**config.mk**
```make
export PLATFORM = sky130hd
export DESIGN_NAME = sha256_stream_hasher
export DESIGN_NICKNAME = d
export VERILOG_FILES = /design/src/rtl/core/sha_pkg.sv /design/src/rtl/core/sha_blkmem.sv /design/src/rtl/core/sha_comp.sv /design/src/rtl/core/sha256_stream_hasher.sv
export VERILOG_INCLUDE_DIRS = /design/src /design/src/rtl/core
export SDC_FILE = /design/constraint.sdc
export NUM_CORES = 2
export LEC_CHECK = 0
export ABC_CLOCK_PERIOD_IN_PS = 22400
export BUFFER_PORTS_ARGS = -buffer_cell sky130_fd_sc_hd__buf_2
export CAP_MARGIN = 25
export CORE_MARGIN = 1
export CORE_UTILIZATION = 50
export CTS_CLUSTER_DIAMETER = 120
export DETAILED_ROUTE_END_ITERATION = 8
export GPL_ROUTABILITY_DRIVEN = 1
export MAX_ROUTING_LAYER = met4
export PLACE_DENSITY = 0.65
export SYNTH_ARGS = -nofsm -noshare
export SYNTH_HDL_FRONTEND = slang
export SYNTH_SLANG_ARGS = --single-unit
```
**constraint.sdc**
```tcl
create_clock -name clk -period 22.4 [get_ports clk]
set_clock_uncertainty 0.15 [all_clocks]
set_input_delay 3.36 -clock clk [delete_from_list [all_inputs] [get_ports clk]]
set_output_delay 3.36 -clock clk [all_outputs]
set_load 0.01 [all_outputs]
```
**src/rtl/core/sha256_stream_hasher_macros.svh**
```systemverilog
// Assertion macros shared by the SHA-256 stream hasher RTL.
// No dependencies; included by the files that carry concurrent checks.
`ifndef SHA256_STREAM_HASHER_MACROS_SVH
`define SHA256_STREAM_HASHER_MACROS_SVH

// Same-cycle implication, disabled while reset is asserted.
`define SHA_ASSERT_IMPL(lbl, clk, rst_n, ante, cons) \
	lbl: assert property (@(posedge clk) disable iff (!(rst_n)) (ante) |-> (cons)) \
		else $error("sha256 check failed");

// Next-cycle implication, disabled while reset is asserted.
`define SHA_ASSERT_NEXT(lbl, clk, rst_n, ante, cons) \
	lbl: assert property (@(posedge clk) disable iff (!(rst_n)) (ante) |=> (cons)) \
		else $error("sha256 check failed");

`endif

```
**src/rtl/core/sha_pkg.sv**
```systemverilog
// Shared types and constants for the SHA-256 stream hasher.
// No dependencies; imported by sha_blkmem, sha_comp and sha256_stream_hasher.
package sha_pkg;

	// Block buffer geometry: sixteen 32-bit big-endian words.
	localparam int unsigned BLK_WORDS = 16;
	localparam int unsigned ADDR_W    = $clog2(BLK_WORDS);

	localparam logic [31:0] PAD_WORD   = 32'h8000_0000;
	localparam logic [63:0] BLOCK_BITS = 64'd512;

	typedef logic [7:0][31:0] hash_t;

	// Controller states.
	typedef enum logic [2:0] {
		S_IN,
		S_PAD1,
		S_ZERO,
		S_LEN,
		S_COMP,
		S_OUT
	} ctl_state_t;

	// Compression engine states.
	typedef enum logic [1:0] {
		C_IDLE,
		C_LOAD,
		C_ROUND,
		C_FOLD
	} comp_state_t;

	// Block buffer write port, one byte enable per lane (bit 3 is the first byte).
	typedef struct packed {
		logic              en;
		logic [ADDR_W-1:0] addr;
		logic [3:0]        mask;
		logic [31:0]       data;
	} mem_wr_t;

	typedef struct packed {
		logic start;
		logic reinit;
	} comp_ctl_t;

	typedef struct packed {
		logic busy;
		logic done;
	} comp_sts_t;

	// Initial hash value, word 0 in the lowest slot.
	localparam hash_t HASH_INIT = {
		32'h5be0cd19, 32'h1f83d9ab, 32'h9b05688c, 32'h510e527f,
		32'ha54ff53a, 32'h3c6ef372, 32'hbb67ae85, 32'h6a09e667
	};

	// Round constants.
	localparam logic [31:0] ROUND_K [64] = '{
		32'h428a2f98, 32'h71374491, 32'hb5c0fbcf, 32'he9b5dba5,
		32'h3956c25b, 32'h59f111f1, 32'h923f82a4, 32'hab1c5ed5,
		32'hd807aa98, 32'h12835b01, 32'h243185be, 32'h550c7dc3,
		32'h72be5d74, 32'h80deb1fe, 32'h9bdc06a7, 32'hc19bf174,
		32'he49b69c1, 32'hefbe4786, 32'h0fc19dc6, 32'h240ca1cc,
		32'h2de92c6f, 32'h4a7484aa, 32'h5cb0a9dc, 32'h76f988da,
		32'h983e5152, 32'ha831c66d, 32'hb00327c8, 32'hbf597fc7,
		32'hc6e00bf3, 32'hd5a79147, 32'h06ca6351, 32'h14292967,
		32'h27b70a85, 32'h2e1b2138, 32'h4d2c6dfc, 32'h53380d13,
		32'h650a7354, 32'h766a0abb, 32'h81c2c92e, 32'h92722c85,
		32'ha2bfe8a1, 32'ha81a664b, 32'hc24b8b70, 32'hc76c51a3,
		32'hd192e819, 32'hd6990624, 32'hf40e3585, 32'h106aa070,
		32'h19a4c116, 32'h1e376c08, 32'h2748774c, 32'h34b0bcb5,
		32'h391c0cb3, 32'h4ed8aa4a, 32'h5b9cca4f, 32'h682e6ff3,
		32'h748f82ee, 32'h78a5636f, 32'h84c87814, 32'h8cc70208,
		32'h90befffa, 32'ha4506ceb, 32'hbef9a3f7, 32'hc67178f2
	};

endpackage

```
**src/rtl/core/sha_blkmem.sv**
```systemverilog
// Block buffer: 16 x 32-bit synchronous RAM with byte-lane writes.
// Depends on sha_pkg for the write port type and address width.
module sha_blkmem (
	input  logic                       clk,
	input  sha_pkg::mem_wr_t           wr,
	input  logic [sha_pkg::ADDR_W-1:0] rd_addr,
	output logic [31:0]                rd_data
);
	import sha_pkg::*;

	logic [31:0] mem_q [BLK_WORDS];
	logic [31:0] rd_q;

	// Byte-masked write and registered read.
	always_ff @(posedge clk) begin
		if (wr.en) begin
			for (int i = 0; i < 4; i++) begin
				if (wr.mask[i]) begin
					mem_q[wr.addr][8*i +: 8] <= wr.data[8*i +: 8];
				end
			end
		end
		rd_q <= mem_q[rd_addr];
	end

	assign rd_data = rd_q;

endmodule

```
**src/rtl/core/sha_comp.sv**
```systemverilog
// SHA-256 compression engine: one round per cycle over the block buffer.
// Depends on sha_pkg; reads sha_blkmem through its registered read port.
module sha_comp (
	input  logic                       clk,
	input  logic                       arst_n,
	input  sha_pkg::comp_ctl_t         ctl,
	output logic [sha_pkg::ADDR_W-1:0] rd_addr,
	input  logic [31:0]                rd_data,
	output sha_pkg::comp_sts_t         sts,
	output sha_pkg::hash_t             hash
);
	import sha_pkg::*;

	comp_state_t cst_q, cst_n;
	logic [5:0]  rnd_q;
	hash_t       hash_q;
	hash_t       v_q;
	logic [31:0] w_q [BLK_WORDS];
	logic [31:0] w_t, t1, t2, ch, maj;

	function automatic logic [31:0] rotr(input logic [31:0] x, input int n);
		return (x >> n) | (x << (32 - n));
	endfunction

	function automatic logic [31:0] bsig0(input logic [31:0] x);
		return rotr(x, 2) ^ rotr(x, 13) ^ rotr(x, 22);
	endfunction

	function automatic logic [31:0] bsig1(input logic [31:0] x);
		return rotr(x, 6) ^ rotr(x, 11) ^ rotr(x, 25);
	endfunction

	function automatic logic [31:0] ssig0(input logic [31:0] x);
		return rotr(x, 7) ^ rotr(x, 18) ^ (x >> 3);
	endfunction

	function automatic logic [31:0] ssig1(input logic [31:0] x);
		return rotr(x, 17) ^ rotr(x, 19) ^ (x >> 10);
	endfunction

	// Next state.
	always_comb begin
		cst_n = cst_q;
		case (cst_q)
			C_IDLE: begin
				if (ctl.start) begin
					cst_n = C_LOAD;
				end
			end
			C_LOAD: cst_n = C_ROUND;
			C_ROUND: begin
				if (rnd_q == 6'd63) begin
					cst_n = C_FOLD;
				end
			end
			C_FOLD: cst_n = C_IDLE;
			default: cst_n = C_IDLE;
		endcase
	end

	// Status and buffer read address; the word for round r+1 is fetched during round r.
	always_comb begin
		sts.busy = (cst_q != C_IDLE);
		sts.done = (cst_q == C_FOLD);
		case (cst_q)
			C_ROUND: rd_addr = rnd_q[ADDR_W-1:0] + ADDR_W'(1);
			default: rd_addr = '0;
		endcase
	end

	// Message schedule word and round functions.
	always_comb begin
		if (rnd_q[5:4] == 2'b00) begin
			w_t = rd_data;
		end else begin
			w_t = ssig1(w_q[14]) + w_q[9] + ssig0(w_q[1]) + w_q[0];
		end
		ch  = (v_q[4] & v_q[5]) ^ (~v_q[4] & v_q[6]);
		maj = (v_q[0] & v_q[1]) ^ (v_q[0] & v_q[2]) ^ (v_q[1] & v_q[2]);
		t1  = v_q[7] + bsig1(v_q[4]) + ch + ROUND_K[rnd_q] + w_t;
		t2  = bsig0(v_q[0]) + maj;
	end

	// Control state and chaining value.
	always_ff @(posedge clk or negedge arst_n) begin
		if (!arst_n) begin
			cst_q  <= C_IDLE;
			rnd_q  <= '0;
			hash_q <= HASH_INIT;
		end else begin
			cst_q <= cst_n;
			if (cst_q == C_LOAD) begin
				rnd_q <= '0;
			end else if (cst_q == C_ROUND) begin
				rnd_q <= rnd_q + 6'd1;
			end
			if (ctl.reinit) begin
				hash_q <= HASH_INIT;
			end else if (cst_q == C_FOLD) begin
				for (int i = 0; i < 8; i++) begin
					hash_q[i] <= hash_q[i] + v_q[i];
				end
			end
		end
	end

	// Working variables and the sixteen-word schedule window.
	always_ff @(posedge clk) begin
		if (cst_q == C_IDLE && ctl.start) begin
			v_q <= hash_q;
		end else if (cst_q == C_ROUND) begin
			v_q[7] <= v_q[6];
			v_q[6] <= v_q[5];
			v_q[5] <= v_q[4];
			v_q[4] <= v_q[3] + t1;
			v_q[3] <= v_q[2];
			v_q[2] <= v_q[1];
			v_q[1] <= v_q[0];
			v_q[0] <= t1 + t2;
			for (int i = 0; i < BLK_WORDS - 1; i++) begin
				w_q[i] <= w_q[i+1];
			end
			w_q[BLK_WORDS-1] <= w_t;
		end
	end

	assign hash = hash_q;

endmodule

```
**src/rtl/core/sha256_stream_hasher.sv**
```systemverilog
// A byte beat is taken each cycle while the controller is in its input state; the 64th
// byte of a block stalls input while the engine fetches, runs the rounds at one per cycle and folds.
// End of message: padding writes plus one or two compressions, then eight digest beats;
// input is held off until the last digest beat is taken.
// Reset is asynchronous, active low: the hash returns to its initial value and the
// counts clear; the block buffer RAM is not cleared.
`include "sha256_stream_hasher_macros.svh"

// Top level: byte intake, padding sequencer and digest output around the engine.
// Depends on sha_pkg, sha_blkmem and sha_comp.
module sha256_stream_hasher (
	input  logic        clk,
	input  logic        arst_n,
	input  logic        s_tvalid,
	output logic        s_tready,
	input  logic [7:0]  s_tdata,   // [7:0] data_byte
	input  logic        s_tuser,   // [0] byte_valid
	input  logic        s_tlast,   // end_of_message
	output logic        m_tvalid,
	input  logic        m_tready,
	output logic [39:0] m_tdata,   // [31:0] digest_word, [34:32] word_index, rest zero
	output logic        m_tlast    // last_word
);
	import sha_pkg::*;

	ctl_state_t        st_q, st_n, ret_q, ret_n;
	logic [5:0]        fill_q;
	logic [63:0]       bits_q;
	logic [ADDR_W-1:0] widx_q;
	logic [2:0]        oidx_q;
	logic              in_acc, byte_in, full, out_acc;
	mem_wr_t           wr;
	comp_ctl_t         ctl;
	comp_sts_t         sts;
	logic [ADDR_W-1:0] rd_addr;
	logic [31:0]       rd_data;
	hash_t             hash;

	sha_blkmem u_blkmem (
		.clk     (clk),
		.wr      (wr),
		.rd_addr (rd_addr),
		.rd_data (rd_data)
	);

	sha_comp u_comp (
		.clk     (clk),
		.arst_n  (arst_n),
		.ctl     (ctl),
		.rd_addr (rd_addr),
		.rd_data (rd_data),
		.sts     (sts),
		.hash    (hash)
	);

	assign in_acc  = s_tvalid && s_tready;
	assign byte_in = in_acc && s_tuser;
	assign full    = byte_in && (fill_q == 6'd63);
	assign out_acc = m_tvalid && m_tready;

	// Next state and where to go once a compression finishes.
	always_comb begin
		st_n  = st_q;
		ret_n = S_IN;
		case (st_q)
			S_IN: begin
				if (full) begin
					st_n  = S_COMP;
					ret_n = s_tlast ? S_PAD1 : S_IN;
				end else if (in_acc && s_tlast) begin
					st_n = S_PAD1;
				end
			end
			S_PAD1: begin
				if (fill_q[5:2] == 4'd15) begin
					st_n  = S_COMP;
					ret_n = S_ZERO;
				end else if (fill_q[5:2] == 4'd13) begin
					st_n = S_LEN;
				end else begin
					st_n = S_ZERO;
				end
			end
			S_ZERO: begin
				if (widx_q == ADDR_W'(15)) begin
					st_n  = S_COMP;
					ret_n = S_ZERO;
				end else if (widx_q == ADDR_W'(13)) begin
					st_n = S_LEN;
				end
			end
			S_LEN: begin
				if (widx_q == ADDR_W'(15)) begin
					st_n  = S_COMP;
					ret_n = S_OUT;
				end
			end
			S_COMP: begin
				if (sts.done) begin
					st_n = ret_q;
				end
			end
			S_OUT: begin
				if (out_acc && m_tlast) begin
					st_n = S_IN;
				end
			end
			default: st_n = S_IN;
		endcase
	end

	// Handshakes, buffer writes and engine control.
	always_comb begin
		s_tready = (st_q == S_IN);
		m_tvalid = (st_q == S_OUT);
		m_tdata  = {5'd0, oidx_q, hash[oidx_q]};
		m_tlast  = (oidx_q == 3'd7);
		wr       = '0;
		case (st_q)
			S_IN: begin
				wr.en   = byte_in;
				wr.addr = fill_q[5:2];
				wr.mask = 4'b1000 >> fill_q[1:0];
				wr.data = {4{s_tdata}};
			end
			S_PAD1: begin
				// Marker byte after the last message byte, zeros in the rest of the word.
				wr.en   = 1'b1;
				wr.addr = fill_q[5:2];
				wr.mask = 4'b1111 >> fill_q[1:0];
				wr.data = PAD_WORD >> {fill_q[1:0], 3'b000};
			end
			S_ZERO: begin
				wr.en   = 1'b1;
				wr.addr = widx_q;
				wr.mask = 4'b1111;
				wr.data = '0;
			end
			S_LEN: begin
				wr.en   = 1'b1;
				wr.addr = widx_q;
				wr.mask = 4'b1111;
				wr.data = widx_q[0] ? bits_q[31:0] : bits_q[63:32];
			end
			default: wr = '0;
		endcase
		ctl.start  = (st_q != S_COMP) && (st_n == S_COMP);
		ctl.reinit = (st_q == S_OUT) && out_acc && m_tlast;
	end

	// Control registers.
	always_ff @(posedge clk or negedge arst_n) begin
		if (!arst_n) begin
			st_q   <= S_IN;
			ret_q  <= S_IN;
			fill_q <= '0;
			bits_q <= '0;
			widx_q <= '0;
			oidx_q <= '0;
		end else begin
			st_q <= st_n;
			if (ctl.start) begin
				ret_q <= ret_n;
			end
			case (st_q)
				S_IN: begin
					if (byte_in) begin
						fill_q <= fill_q + 6'd1;
					end
					if (full) begin
						bits_q <= bits_q + BLOCK_BITS;
					end
				end
				S_PAD1: begin
					// Fold the partial block into the length, then restart the fill.
					bits_q <= bits_q + {55'd0, fill_q, 3'b000};
					fill_q <= '0;
					widx_q <= fill_q[5:2] + ADDR_W'(1);
				end
				S_ZERO, S_LEN: widx_q <= widx_q + ADDR_W'(1);
				S_OUT: begin
					if (out_acc) begin
						oidx_q <= oidx_q + 3'd1;
						if (m_tlast) begin
							bits_q <= '0;
						end
					end
				end
				default: ;
			endcase
		end
	end

	`SHA_ASSERT_IMPL(a_in_engine_idle, clk, arst_n, s_tready, !sts.busy)
	`SHA_ASSERT_IMPL(a_wr_engine_idle, clk, arst_n, wr.en, !sts.busy)
	`SHA_ASSERT_IMPL(a_done_in_comp, clk, arst_n, sts.done, st_q == S_COMP)
	`SHA_ASSERT_NEXT(a_clean_restart, clk, arst_n, out_acc && m_tlast, (st_q == S_IN) && (bits_q == '0) && (fill_q == '0))

endmodule

```
# Yosys cells after proc, flatten, opt, wreduce, memory -nomap -nowiden
# Memory sizes are Yosys's and may differ from the RTL's. A register that Yosys moved wholly into a read port is not among the register bits.
# Cells that the tools add are included.
# word_totals
out_inout_bits	43
inputBits	14
ram_bits	1024
word_cells	188
regBits	603
n_memories	3
rom_bits	2048
# op_classes
add_sub_neg	26
shifts	3
n_bitwise	28
eq_ne	23
reduce_logical	24
order_cmp	2
mux	55
# memory_table
memory	words	width	rd	rd_clocked_by_memory_dff	write_ports	line_no	rtl
(no name shown)	64	32	1	0	0	sha_comp.sv:80	t1 = v_q[7] + bsig1(v_q[4]) + ch + ROUND_K[rnd_q] + w_t;
u_blkmem.mem_q	16	32	1	1	1	sha_blkmem.sv:11	logic [31:0] mem_q [BLK_WORDS];
u_comp.w_q	16	32	16	0	16	sha_comp.sv:18	logic [31:0] w_q [BLK_WORDS];
# op_table
op	count
$mux 256	4
$add 32x32->32	18
$xor 32x32->32	9
$mux 64	3
$pmux 64 s3	1
$pmux 41 s4	1
$and 32x32->32	5
$mux 32	5
$bmux 32 s3	1
$add 64x10->64 const B	1
$add 64x9->64	1
$not 32->32	1
$or 10x32->32	1
$or 13x32->32	1
$or 14x32->32	1
$or 15x32->32	1
$or 19x32->32	1
$or 21x32->32	1
$or 25x32->32	1
$or 26x32->32	1
$or 30x32->32	1
$or 7x32->32	1
$shr 32x5->32 const A	1
$xor 32x22->32	1
35 further kinds	99

# Logic depth before layout (Yosys ltp)
# An unclocked memory read counts as a cell.
# depth
depth_word	12
depth_mapped	44
depth_no_buf	44

# Hierarchy
# Synthesis repeated with hierarchy kept, for this count alone.
# hier_totals
hier_cells	8052
area_unflattened_um2	93075.5
# by_module_without_submodules
module	cells_each	seq_area_each_um2	area_per_inst_um2	instances
sha_comp	6291	29838.6	65072.4	1
sha_blkmem	909	16015.4	20099.3	1
sha256_stream_hasher	852	2001.9	7903.8	1

# Least setup slack after synthesis
# OpenSTA, ideal clock, no wires.
# synth_timing
path_kind	flip-flop to flip-flop
start	register u_comp.cst_q[0]
end	register u_comp.v_q[0] (netlist name), enable pin
required_ns	21.739
synth_period_minus_slack_ns	17.150
path_stages_with_launch	7
n_path_buf	3
arrival_time_ns	16.488
path_slack_ns	5.250
setup_time_ns	0.511
cell_sequence	dfrtp_1 > inv_1 > ha_1 > clkbuf_1 > clkbuf_1 > clkbuf_1 > or2_2
# synth_between
elab_chain_len	7
elab_cells_between_ends	9
classes_between	eq/ne (3); mux (2); reduce/logical (4)
# synth_lines
element	line_no	rtl
start: declaration	sha_comp.sv:14	comp_state_t cst_q, cst_n;
start signal: assignment	sha_comp.sv:91	cst_q <= cst_n;
$eq 2x2->1	sha_comp.sv:64	sts.done = (cst_q == C_FOLD);
$mux 3	sha256_stream_hasher.sv:99	if (sts.done) begin
$pmux 3 s6	sha256_stream_hasher.sv:65	case (st_q)
$eq 3x3->1	sha256_stream_hasher.sv:147	ctl.start = (st_q != S_COMP) && (st_n == S_COMP);
$logic_and 1x1->1	sha256_stream_hasher.sv:147	
$logic_and 1x1->1	sha_comp.sv:109	if (cst_q == C_IDLE && ctl.start) begin
$reduce_bool 2->1 (no line) (*)	--	
end signal: assignment	sha_comp.sv:110	v_q <= hash_q;
end: declaration	sha_comp.sv:17	hash_t v_q;
# Mark *: on every way between the ends. The rest lies on a longest branch, timed or not.
# A chain may end at the register's enable or synchronous reset.

# Worst setup path in the final report
# layout_timing
start	register u_comp.rnd_q[0]
end	register u_comp.v_q[31] (netlist name) (data pin)
# layout_between
elab_chain_len	9
# layout_lines
element	line_no	rtl
start: declaration	sha_comp.sv:15	logic [5:0] rnd_q;
start signal: assignment	sha_comp.sv:95	rnd_q <= rnd_q + 6'd1;
$not 6->7 (not written as such)	sha_comp.sv:80	
$mem_v2 64x32	--	
$mux 32 (not written as such) (2 in a row)	sha_comp.sv:80	
$add 32x32->32 (2 in a row)	sha_comp.sv:80	
$add 32x32->32	sha_comp.sv:119	v_q[0] <= t1 + t2;
$mux 256	sha_comp.sv:111	end else if (cst_q == C_ROUND) begin
$mux 256	sha_comp.sv:109	
# Every way passes these cells. The select of a mux whose other input is x is not followed.

==> metrics.md <==
| Metric | Value |
|---|---|
| Final Wtd Congestion | `0.9985` |
| Slew Viols, Final | `0` |
| CTS H-Tree Depth | `4` |
| CTS root buf | `clkbuf_16` |
| Int Power | `5.014 mW` |
| Cell area after layout | `102200 µm²` |
| Inst Count DP | `10170` |
| Fraction of registers with async set/reset | `20.77%` |
| Via count | `64380` |
| Die Ht | `433.6 µm` |
| Reg power frac | `51.8%` |
| Worst setup SP type | `register` |
| Worst stage delay on the critical path | `0.79 ns` |
| Status | `complete, no violations` |
| DR pass1 iterations | `6` |
| Port Buffer Count | `51` |
| Final hold slack | `0.2373 ns` |
| Setup ws final | `11.05 ns` |
| CTS tree | `done` |
| Fillers | `15630` |
| Most frequent cells after synthesis | `1280 x edfxtp_1, 564 x a21oi_1, 534 x o21ai_0` |
| Final min period | `11.35 ns` |
| Worst path bufs/invs | `5` |
| RSZ-0062 raised after global routing | `false` |
| DR DRC count | `0` |
| Req. time, crit path | `22.83 ns` |
| Synth-to-layout area growth | `9.692%` |
| Worst skew pair latency | `0.86 ns` |
| Seq. cell area | `47880 µm²` |
| I/O pins | `57` |
| Placed Area | `96080 µm²` |
| Post-cts hold buffer count | `0` |
| Register area share after synthesis | `51.38%` |
| Clock share of power | `48.0%` |
| Comb power frac | `0.3%` |
| Critical path arrival | `11.78 ns` |
| DRT Wirelength | `286600 µm` |
| P_leak | `37.28 nW` |
| Final TNS setup | `0 ns` |
| Cells after Synth | `7903` |
| Final setup vio count | `0` |
| Worst Tran Pin Value | `1.199 ns` |
| CTS buffer count | `179` |
| Die Width | `433.6 µm` |
| Mean Syn Cell Area | `11.79 µm²` |
| Crit end category | `register` |
| Die area | `188000 µm²` |
| CTS clock-pin slew for the worst setup and hold paths | `0.06 ns` |
| Area leader, netlist | `edfxtp_1` |
| Yosys warning count | `0` |
| Net Sw Frac | `20.70%` |
| Period utilization | `50.69%` |
| Maximum clock rate | `0.08807 GHz` |
| GRT overflow | `0` |
| Flops & latches, synth | `1656` |
| Power density over cell area | `61.89 nW/µm²` |
| Non-Filler Instances | `10520` |
| Dpl ws | `11.21 ns` |
| Synth area leaders | `edfxtp_1 41%, ha_1 5.7%, dfrtp_1 5.6%` |
| Core ar. | `185200 µm²` |
| CP top delay family | `adder cells` |
| Min-delay worst type | `register to register` |
| Layout cells sized above 1 | `12.11%` |
| Synthesized cell area | `93140 µm²` |
| Relative slew slack | `19.19%` |
| Largest net degree at the start of global routing | `204` |
| First-pass GRT wire length | `419700 µm` |
| Distinct cell type count after synthesis | `103` |
| Final nets | `8510` |
| Top cell by count, worst path | `fa_1` |
| Power Total | `6.323 mW` |
| Worst vdd ir | `76.27 µV` |
| Multi-input logic area | `42370 µm²` |
| DR WL/cell | `27.24 µm` |
| Top-count cell post-synth | `edfxtp_1` |
| Final Hold Viols | `0` |
| Total GRT Usage | `31.25%` |
| Predominant post-synthesis flop cell | `edfxtp_1` |
| Top-area cell type share of the netlist area | `41.27%` |
| Max-Cap Viols | `0` |
| Switching pwr | `1.309 mW` |
| Row count | `158` |
| Post-DP HPWL | `206900 µm` |
| Post-cts resize count | `0` |
| Critical path peak fanout | `38` |
| Longest Clk Path Bufs | `3` |
| CP Class | `register to register` |
| Post-CTS Repair Setup Buffers | `0` |
| Number of global-route vias before repair | `60990` |
| Slowest stage cell, crit path | `dfrtp_4` |
| Iteration-0 DRC Markers | `6939` |
| Starting density of the core | `50.28%` |
| Post-synth EDFFs | `1280` |
| Clock sink count | `1656` |
| Post-layout util | `55.16%` |
| Initial antenna violation count | `5` |
| Vias per cell | `6.119` |
| Post-DRT Antenna Nets | `0` |
[registers in the layout, summed over array words and instances (netlist names)]
register and count:
u_comp.rnd_q 6, widx_q 4, oidx_q 3, u_comp.hash 256
u_blkmem.rd_data 32, u_comp.w_q 512, u_comp.v_q 256, fill_q 6
ret_q 3, bits_q 61, u_blkmem.mem_q 512, u_comp.cst_q 2
st_q 3
[routing by layer]
metal,global-route usage (%),share of wire (%)
met1,46.27,46
met2,44.26,43
met3,5.687,8.3
met4,7.641,2.4
met5,-,0
[power by group through the flow]
stage	clock network, mW	registers [mW]	logic (mW)
2_1_floorplan	0	3.34	0.00165
3_3_place_gp	0	3.34	0.0186
3_5_place_dp	0	3.34	0.0186
4_1_cts	3.08	3.27	0.0187
5_1_grt	3.19	3.27	0.0204
6_report	3.03	3.27	0.0178
[layout make-up]
cell class | count | area share (%)
clock inverters | 94 | 1.081
repair buffers | 180 | 1.282
well taps | 2480 | 3.037
inverters | 392 | 1.445
multi-input cells | 5470 | 41.47
flip-flops and latches | 1656 | 46.86
diodes | 3 | 0.007348
clock buffers | 246 | 4.819
[cells by family (layout without fill, tap and decap cells)]
logic type      after synthesis  in the layout  share of synthesized area [%]
compound gates             1977           1977                          13.34
flops                      1656           1656                          51.38
buf+inv                     781            912                          3.301
other cells                   1              8                       0.004026
fa+ha+maj                   635            635                          10.06
xor+xnor                    580            580                          5.470
simple gates               1616           1616                          7.970
mux                         657            657                          8.474
[placed cells by master, fill, tap and decap left out, types with 159 or more instances in the layout]
master	n
inv_1	389
nor2_1	510
mux2i_1	226
mux2_2	212
o21ai_0	512
nand2_1	515
a21oi_1	564
clkbuf_16	181
a21o_1	186
edfxtp_1	1280
dfrtp_1	200
xnor2_1	419
ha_1	417
xor2_1	159
fa_1	196
[path summary, 6_finish.rpt]
| path | end | slack, ns | cells after the start | from |
|---|---|---|---|---|
| worst min-delay path | u_comp.w_q[12][4] | 0.24 | 0 | u_comp.w_q[13][4] |
| worst max-delay path | u_comp.v_q[31] | 11.05 | 37 | u_comp.rnd_q[0] |
| min in group asynchronous | u_comp.hash[37] | 2.33 | 1 | arst_n |
| worst max register to register | u_comp.v_q[31] | 11.05 | 37 | u_comp.rnd_q[0] |
| worst min register to register | u_comp.w_q[12][4] | 0.24 | 0 | u_comp.w_q[13][4] |
| max in group asynchronous | oidx_q[0] | 17.61 | 3 | arst_n |
[worst reg2reg max path: cells and delay by family (launching register included)]
kind                       cells  cell delay (ns)
DFF                            1             0.79
buffers and inverters          5             0.83
adders and majority gates      9             4.03
AOI/OAI and AO/OA             12             3.26
xor gates and xnor gates       3             0.56
and+or+nand+nor                8             1.46
Note: power is estimated with default switching activity, not from simulation.
